File: config.mk
export PLATFORM = sky130hd
export DESIGN_NAME = rgb_to_hsv_pixel_top_flat
export DESIGN_NICKNAME = d
export VERILOG_FILES = /design/src/rth_pkg.sv /design/src/rth_pix_if.sv /design/src/rth_hsv_if.sv /design/src/rth_prep.sv /design/src/rth_cell.sv /design/src/rgb_to_hsv_pixel_top.sv /design/src/flat_wrapper.sv
export VERILOG_INCLUDE_DIRS = /design/src /design/src/src
export SDC_FILE = /design/constraint.sdc
export NUM_CORES = 2
export LEC_CHECK = 0
export ABC_CLOCK_PERIOD_IN_PS = 7700
export BUFFER_PORTS_ARGS = -buffer_cell sky130_fd_sc_hd__buf_2
export CAP_MARGIN = 5
export CORE_ASPECT_RATIO = 1.25
export CORE_MARGIN = 2
export CORE_UTILIZATION = 45
export CTS_CLUSTER_SIZE = 12
export DETAILED_ROUTE_END_ITERATION = 10
export GPL_ROUTABILITY_DRIVEN = 1
export PLACE_DENSITY = 0.63
export SYNTH_ARGS = -nofsm -noshare
export SYNTH_HDL_FRONTEND = slang
export SYNTH_SLANG_ARGS = --single-unit
File: constraint.sdc
create_clock -name clk -period 7.7 [get_ports clk]
set_input_delay 0.385 -clock clk [delete_from_list [all_inputs] [get_ports clk]]
set_output_delay 0.385 -clock clk [all_outputs]
set_load 0.005 [all_outputs]
File: src/rgb_to_hsv_pixel_top_assert.svh
// Assertion macros used by the top module of the HSV converter.
`ifndef RGB_TO_HSV_PIXEL_TOP_ASSERT_SVH
`define RGB_TO_HSV_PIXEL_TOP_ASSERT_SVH

// Same-cycle implication, checked outside reset.
`define RTH_ASSERT_NOW(lbl, ante, cons, msg) \
    lbl: assert property (@(posedge clk) disable iff (!rst_n) (ante) |-> (cons)) \
        else $error(msg);

// Next-cycle implication, checked outside reset.
`define RTH_ASSERT_NEXT(lbl, ante, cons, msg) \
    lbl: assert property (@(posedge clk) disable iff (!rst_n) (ante) |=> (cons)) \
        else $error(msg);

`endif

File: src/rth_pkg.sv
package rth_pkg;

    // Divider geometry: one quotient bit per cell
    localparam int NumCells = 9;
    localparam int QuoW     = NumCells;
    localparam int DenW     = 17;     // 9-bit doubled divisor aligned to the top bit
    localparam int RemW     = 18;     // doubled, biased numerator

    // Scale factors of the rounded quotients (numerator doubled for rounding)
    localparam logic [RemW-1:0] HueScale = RemW'(120);
    localparam logic [RemW-1:0] PctScale = RemW'(200);
    localparam logic [RemW-1:0] BriBias  = RemW'(255);
    localparam logic [8:0]      BriDen   = 9'd510;

    // One restoring division in flight
    typedef struct packed {
        logic [RemW-1:0] rem;
        logic [DenW-1:0] dsh;
        logic [QuoW-1:0] quo;
    } lane_t;

    // Everything one pixel carries through the chain
    typedef struct packed {
        lane_t hue;
        lane_t sat;
        lane_t bri;
        logic  sat_en;
    } work_t;

    // One compare-subtract step; the divisor moves one bit down for the next cell
    function automatic lane_t div_step(lane_t a);
        lane_t r;
        logic  ge;
        ge    = a.rem >= {1'b0, a.dsh};
        r.rem = ge ? (a.rem - {1'b0, a.dsh}) : a.rem;
        r.dsh = a.dsh >> 1;
        r.quo = {a.quo[QuoW-2:0], ge};
        return r;
    endfunction

endpackage

File: src/rth_pix_if.sv
interface rth_pix_if;
    logic       valid;
    logic       ready;
    logic [7:0] red;
    logic [7:0] green;
    logic [7:0] blue;

    modport source (output valid, output red, output green, output blue, input ready);
    modport sink   (input valid, input red, input green, input blue, output ready);
endinterface

File: src/rth_hsv_if.sv
interface rth_hsv_if;
    logic       valid;
    logic       ready;
    logic [8:0] hue_degrees;
    logic [6:0] saturation_pct;
    logic [6:0] brightness_pct;

    modport source (output valid, output hue_degrees, output saturation_pct,
                    output brightness_pct, input ready);
    modport sink   (input valid, input hue_degrees, input saturation_pct,
                    input brightness_pct, output ready);
endinterface

File: src/rth_prep.sv
module rth_prep
    import rth_pkg::*;
(
    input  logic       clk,
    input  logic       rst_n,
    input  logic       in_valid,
    output logic       in_ready,
    input  logic [7:0] red,
    input  logic [7:0] green,
    input  logic [7:0] blue,
    output logic       out_valid,
    input  logic       out_ready,
    output work_t      out_data
);

    logic        valid_reg;
    logic        valid_next;
    work_t       data_reg;
    work_t       data_next;
    logic [7:0]  mx;
    logic [7:0]  mn;
    logic [7:0]  delta;
    logic [10:0] d2;
    logic [10:0] d4;
    logic [10:0] d6;
    logic [10:0] sector;
    logic        load;

    // Channel extremes
    always_comb
    begin
        mx = red;
        mn = red;
        if (green > mx)
        begin
            mx = green;
        end
        if (blue > mx)
        begin
            mx = blue;
        end
        if (green < mn)
        begin
            mn = green;
        end
        if (blue < mn)
        begin
            mn = blue;
        end
        delta = mx - mn;
        d2    = {2'b0, delta, 1'b0};
        d4    = {1'b0, delta, 2'b0};
        d6    = d4 + d2;
    end

    // Hue sector term times delta, always in 0..6*delta; red wins ties, then green
    always_comb
    begin
        priority if (mx == red)
        begin
            sector = {3'b0, green} - {3'b0, blue} + ((green < blue) ? d6 : 11'd0);
        end
        else if (mx == green)
        begin
            sector = {3'b0, blue} - {3'b0, red} + d2;
        end
        else
        begin
            sector = {3'b0, red} - {3'b0, green} + d4;
        end
    end

    // Load the three dividers: numerators doubled plus divisor for rounding
    always_comb
    begin
        data_next.hue.rem = RemW'(sector) * HueScale + RemW'(delta);
        data_next.hue.dsh = (delta == 8'd0) ? {DenW{1'b1}} : {delta, 9'b0};
        data_next.hue.quo = '0;
        data_next.sat.rem = RemW'(delta) * PctScale + RemW'(mx);
        data_next.sat.dsh = (mx == 8'd0) ? {DenW{1'b1}} : {mx, 9'b0};
        data_next.sat.quo = '0;
        data_next.bri.rem = RemW'(mx) * PctScale + BriBias;
        data_next.bri.dsh = {BriDen, 8'b0};
        data_next.bri.quo = '0;
        // brightness rounds to zero exactly when max is below two
        data_next.sat_en  = mx > 8'd1;
    end

    // Stage handshake
    assign in_ready   = !valid_reg || out_ready;
    assign load       = in_valid && in_ready;
    assign valid_next = in_ready ? in_valid : valid_reg;

    always_ff @(posedge clk or negedge rst_n)
    begin
        if (!rst_n)
        begin
            valid_reg <= 1'b0;
        end
        else
        begin
            valid_reg <= valid_next;
        end
    end

    always_ff @(posedge clk)
    begin
        if (load)
        begin
            data_reg <= data_next;
        end
    end

    assign out_valid = valid_reg;
    assign out_data  = data_reg;

endmodule

File: src/rth_cell.sv
module rth_cell
    import rth_pkg::*;
(
    input  logic  clk,
    input  logic  rst_n,
    input  logic  in_valid,
    output logic  in_ready,
    input  work_t in_data,
    output logic  out_valid,
    input  logic  out_ready,
    output work_t out_data
);

    logic  valid_reg;
    logic  valid_next;
    work_t data_reg;
    work_t data_next;
    logic  load;

    // One quotient bit for each of the three divisions
    always_comb
    begin
        data_next.hue    = div_step(in_data.hue);
        data_next.sat    = div_step(in_data.sat);
        data_next.bri    = div_step(in_data.bri);
        data_next.sat_en = in_data.sat_en;
    end

    // Take a beat when empty or when the neighbor drains this one
    assign in_ready   = !valid_reg || out_ready;
    assign load       = in_valid && in_ready;
    assign valid_next = in_ready ? in_valid : valid_reg;

    always_ff @(posedge clk or negedge rst_n)
    begin
        if (!rst_n)
        begin
            valid_reg <= 1'b0;
        end
        else
        begin
            valid_reg <= valid_next;
        end
    end

    always_ff @(posedge clk)
    begin
        if (load)
        begin
            data_reg <= data_next;
        end
    end

    assign out_valid = valid_reg;
    assign out_data  = data_reg;

endmodule

File: src/rgb_to_hsv_pixel_top.sv
// RGB888 to HSV converter.
// pixel (sink): red, green, blue bytes, one beat per pixel.
// hsv (source): hue_degrees 0..360, saturation_pct 0..100, brightness_pct
//   0..100, all rounded half away from zero; one beat per pixel, in order.
// Gray pixels give hue 0; pixels whose brightness rounds to 0 give saturation 0.
// Structure: one input stage finds max, min and the hue sector, then a row of
// nine identical cells runs three restoring divisions side by side, one
// quotient bit per cell per cycle while the receiver does not stall.
// Each pixel passes the input stage register, then the nine cell registers.
// Throughput: one pixel per cycle while the receiver keeps hsv.ready high.
// Every stage has its own valid bit, so bubbles collapse: a stage takes a new
// beat when it is empty or its neighbor drains it. When the receiver stalls,
// the result holds stable on hsv and the row keeps filling until all ten
// stages are full, then pixel.ready drops.
// Reset clears all valid bits; no result is pending after reset.
`include "rgb_to_hsv_pixel_top_assert.svh"

module rgb_to_hsv_pixel_top
    import rth_pkg::*;
(
    input  logic       clk,
    input  logic       rst_n,
    rth_pix_if.sink    pixel,
    rth_hsv_if.source  hsv
);

    logic  vld [NumCells+1];
    logic  rdy [NumCells+1];
    work_t dat [NumCells+1];
    work_t last;

    // Input stage
    rth_prep u_prep (
        .clk       (clk),
        .rst_n     (rst_n),
        .in_valid  (pixel.valid),
        .in_ready  (pixel.ready),
        .red       (pixel.red),
        .green     (pixel.green),
        .blue      (pixel.blue),
        .out_valid (vld[0]),
        .out_ready (rdy[0]),
        .out_data  (dat[0])
    );

    // Divider row
    for (genvar k = 0; k < NumCells; k++)
    begin : g_cell
        rth_cell u_cell (
            .clk       (clk),
            .rst_n     (rst_n),
            .in_valid  (vld[k]),
            .in_ready  (rdy[k]),
            .in_data   (dat[k]),
            .out_valid (vld[k+1]),
            .out_ready (rdy[k+1]),
            .out_data  (dat[k+1])
        );
    end

    // Result beat straight from the last cell's register
    assign last                = dat[NumCells];
    assign rdy[NumCells]       = hsv.ready;
    assign hsv.valid           = vld[NumCells];
    assign hsv.hue_degrees     = last.hue.quo;
    assign hsv.saturation_pct  = last.sat_en ? last.sat.quo[6:0] : 7'd0;
    assign hsv.brightness_pct  = last.bri.quo[6:0];

    `RTH_ASSERT_NOW(a_hue_range, hsv.valid, hsv.hue_degrees <= 9'd360,
        "hue out of range")
    `RTH_ASSERT_NOW(a_pct_range, hsv.valid,
        (last.sat.quo <= 9'd100 || !last.sat_en) && last.bri.quo <= 9'd100,
        "percentage out of range")
    `RTH_ASSERT_NEXT(a_stall_hold, hsv.valid && !hsv.ready,
        hsv.valid && $stable(hsv.hue_degrees) && $stable(hsv.saturation_pct)
        && $stable(hsv.brightness_pct), "stalled result changed")
    `RTH_ASSERT_NOW(a_dark_sat, hsv.valid && hsv.brightness_pct == 7'd0,
        hsv.saturation_pct == 7'd0, "dark pixel with nonzero saturation")

endmodule
File: src/flat_wrapper.sv
// flat-port wrapper written by rule: the top's interface ports become plain ports
module rgb_to_hsv_pixel_top_flat import rth_pkg::*;
  (clk, rst_n, pixel_valid, pixel_red, pixel_green, pixel_blue, pixel_ready, hsv_valid, hsv_hue_degrees, hsv_saturation_pct, hsv_brightness_pct, hsv_ready);
  rth_pix_if pixel_i ();
  rth_hsv_if hsv_i ();
  input  logic clk;
  input  logic rst_n;
  input wire logic [$bits(pixel_i.valid)-1:0] pixel_valid;
  input wire logic [$bits(pixel_i.red)-1:0] pixel_red;
  input wire logic [$bits(pixel_i.green)-1:0] pixel_green;
  input wire logic [$bits(pixel_i.blue)-1:0] pixel_blue;
  output wire logic [$bits(pixel_i.ready)-1:0] pixel_ready;
  output wire logic [$bits(hsv_i.valid)-1:0] hsv_valid;
  output wire logic [$bits(hsv_i.hue_degrees)-1:0] hsv_hue_degrees;
  output wire logic [$bits(hsv_i.saturation_pct)-1:0] hsv_saturation_pct;
  output wire logic [$bits(hsv_i.brightness_pct)-1:0] hsv_brightness_pct;
  input wire logic [$bits(hsv_i.ready)-1:0] hsv_ready;
  assign pixel_i.valid = pixel_valid;
  assign pixel_i.red = pixel_red;
  assign pixel_i.green = pixel_green;
  assign pixel_i.blue = pixel_blue;
  assign pixel_ready = pixel_i.ready;
  assign hsv_valid = hsv_i.valid;
  assign hsv_hue_degrees = hsv_i.hue_degrees;
  assign hsv_saturation_pct = hsv_i.saturation_pct;
  assign hsv_brightness_pct = hsv_i.brightness_pct;
  assign hsv_i.ready = hsv_ready;
  rgb_to_hsv_pixel_top u_core (.clk(clk), .rst_n(rst_n), .pixel(pixel_i), .hsv(hsv_i));
endmodule
==> results.json <==
{
  "synth_seq_cells": 741,
  "synth_area_um2": 45300,
  "postRouteAntennaNets": 0,
  "core_area_um2": 100000,
  "port_buffers": 52,
  "global_route.usage.met3_pct": 1.92,
  "ys.warnings.count": 0,
  "timing.rr.start": "u_core.u_prep.out_data[105]",
  "synthTopCellsByArea": "edfxtp_1 48%, ha_1 11%, xnor2_1 4.9%, inv_1 4.1%, a21oi_1 3.3%",
  "ios": 53,
  "final_nets": 5049,
  "rsz0062_at_grt": "true",
  "grt_max_degree": 79,
  "avgSynthCellArea_um2": 10.8,
  "synth_flop_cell": "edfxtp_1",
  "utilization_pct": 52.3,
  "cts_buffers": 75,
  "fmax_mhz": 113,
  "overflow": 0,
  "cts_tree": "built",
  "crit_arrival_ns": 9.24,
  "top_usage_layer": "met2",
  "final.setup.tns_ns": -7.96,
  "synthArstFlopShare_pct": 1.35,
  "synth_cell_types": 95,
  "period_needed_ns": 8.87,
  "cp-end-kind": "register",
  "clkSinkCount": 741,
  "clock-root-buffer": "clkbuf_16",
  "drt_iter0_drc": 1179,
  "routed_wl_um": 85700,
  "holdWs_ns": 0.162,
  "dp_slack_ns": -2.28,
  "use_met2_pct": 32.6,
  "min_path_type": "input port to async pin",
  "synth.largest_area_cell": "edfxtp_1",
  "fillers": 8780,
  "clockBufferDepth": 3,
  "rows": 130,
  "syn-num-nets": 4676,
  "r2r_slack_ns": 2.22,
  "drive_above_1_share_pct": 14.4,
  "die_h_um": 359,
  "viasPerCell": 5.10,
  "place.gp.congestion": 0.883,
  "synth_edf_count": 731,
  "tightest_slew_ns": 1.25,
  "grt_pass1_vias": 30500,
  "area_growth_pct": 15.7,
  "grt_pass1_wl_um": 143000,
  "chipWidth_um": 288,
  "layout_commonest_cell": "edfxtp_1",
  "wl_per_cell_um": 14.5,
  "finalClockSkew_ns": 0.0227,
  "worst_path_largest_cell_delay_ns": 0.50,
  "most-common-layout-cells": "731 x edfxtp_1, 479 x inv_1, 373 x ha_1",
  "antenna_found_initial": 0,
  "dieArea_um2": 103000,
  "rr_worst_depth": 19,
  "cp-start-kind": "input port",
  "use_met1_pct": 17.4,
  "r2r_end": "u_core.g_cell[0].u_cell.out_data[121]",
  "path_clk_slew_ns": 0.06,
  "dr.pass1.iters": 5,
  "diodes": 0,
  "crit_fanout": 8,
  "outcome": "finished, violations left",
  "crit_top_cell": "a21o_1",
  "worst_slack_ns": -1.17,
  "start_util_pct": 45.2,
  "maxCapViolations": 0,
  "slowest_stage": "fa_1",
  "violations": "setup timing",
  "num_vias": 30200,
  "synth_cells": 4200,
  "crit_required_ns": 8.07,
  "cts.htree.levels": 3,
  "worstSkewPairLatency_ns": 0.62,
  "relSlewSlack_pct": 16.4,
  "grtUsageTotal_pct": 16.8,
  "seq_area_frac_synth_pct": 49.0,
  "drc": 0,
  "setup_violations": 10,
  "drv_slew": 0,
  "dpl.hpwl_um": 67800,
  "fin_crit_sh_pct": 115,
  "path_class": "input port to register",
  "synth_top_cell_area_share_pct": 48.4,
  "hold_viol_final": 0
}
cell families (layout without fill, tap and decap cells):
logic type,after synthesis,in the layout,share of synthesized area (%)
AND/OR/NAND/NOR,1134,1134,12.1
AO/OA/AOI/OAI,863,863,11.9
flip-flops,741,741,49.0
buffers and inverters,579,983,4.99
adder cells (fa/ha/maj),453,453,13.3
XOR/XNOR,375,375,7.35
multiplexers,55,55,1.34
registers in the layout, summed over array words and instances (netlist names):
| name | count |
|---|---|
| u_core.g_cell.u_cell.out_data | 663 |
| u_core.u_prep.out_data | 68 |
| u_core.g_cell.u_cell.out_valid | 9 |
| u_core.u_prep.out_valid | 1 |
through the flow:
step,std cells,cell area (um2)
floorplan,4200,45700
global placement,5786,49500
detailed placement,5786,49500
CTS,5912,52100
global route,5924,52400
finish,5924,52400
how the worst max path moves through the flow:
stage / start / end / slack [ns] / cells past startpoint
6_report: pixel_green[7] / u_core.u_prep.out_data[132] / -1.17 / 48
5_1_grt: pixel_green[7] / u_core.u_prep.out_data[132] / -1.61 / 48
4_1_cts: pixel_green[7] / u_core.u_prep.out_data[131] / -1.14 / 49
3_5_place_dp: pixel_green[4] / u_core.u_prep.out_data[132] / -2.28 / 46
3_3_place_gp: pixel_green[7] / u_core.u_prep.out_data[132] / -2.02 / 46
2_1_floorplan: pixel_green[7] / u_core.u_prep.out_data[132] / -2.23 / 50
cells in the mapped netlist, types with 35 or more instances:
cell type  count
nor3_1        49
nand4_1       69
xnor2_1      252
o31ai_1       38
ha_1         398
inv_1        498
o21ai_0      202
nand2_1      283
a21o_1       120
nand2b_1     110
clkbuf_1      52
fa_1          50
a21boi_0      53
nor2b_1       54
a21oi_1      299
nor2_1       328
edfxtp_1     731
xor2_1       118
o21bai_1      35
nand3_1       80
per-layer routing:
| layer | wire length (um) | part of all wire [%] | vias up |
|---|---|---|---|
| li1 | - | - | 15600 |
| met1 | 32900 | 38 | 14000 |
| met2 | 46000 | 54 | 386 |
| met3 | 2220 | 2.6 | 214 |
| met4 | 4510 | 5.3 | 0 |
| met5 | 0 | 0 | - |
what timing repair did:
| action | 4_1_cts | 5_1_grt |
|---|---|---|
| hold buffers | 2 | 0 |
| endpoints found under the hold margin | 11 | 0 |
| gates cloned | 1 | 0 |
| endpoints found under the setup margin | 12 | 14 |
| buffers inserted | 24 | 13 |
| resized for setup | 70 | 59 |
| pin swaps | 44 | 52 |
worst max-delay path: cells and delay by family:
kind | cells | cell delay [ns]
simple gates | 9 | 1.39
mux | 1 | 0.23
compound gates | 15 | 2.92
fa+ha+maj | 8 | 2.50
buf+inv | 10 | 1.01
xor+xnor | 5 | 0.78
area by class of cell:
type | instances | area (um2) | share of cell area (%)
clock inverter | 16 | 135 | 0.258
multi-input combinational | 2880 | 21800 | 41.6
clock buffer | 92 | 1980 | 3.78
inverter | 504 | 1910 | 3.63
sequential | 741 | 22200 | 42.3
tap | 1320 | 1650 | 3.15
timing repair buffer | 371 | 2770 | 5.27
Power is left out: the tool's default activity adds up to more than one toggle a clock period on the data nets, which glitch-free logic cannot reach.
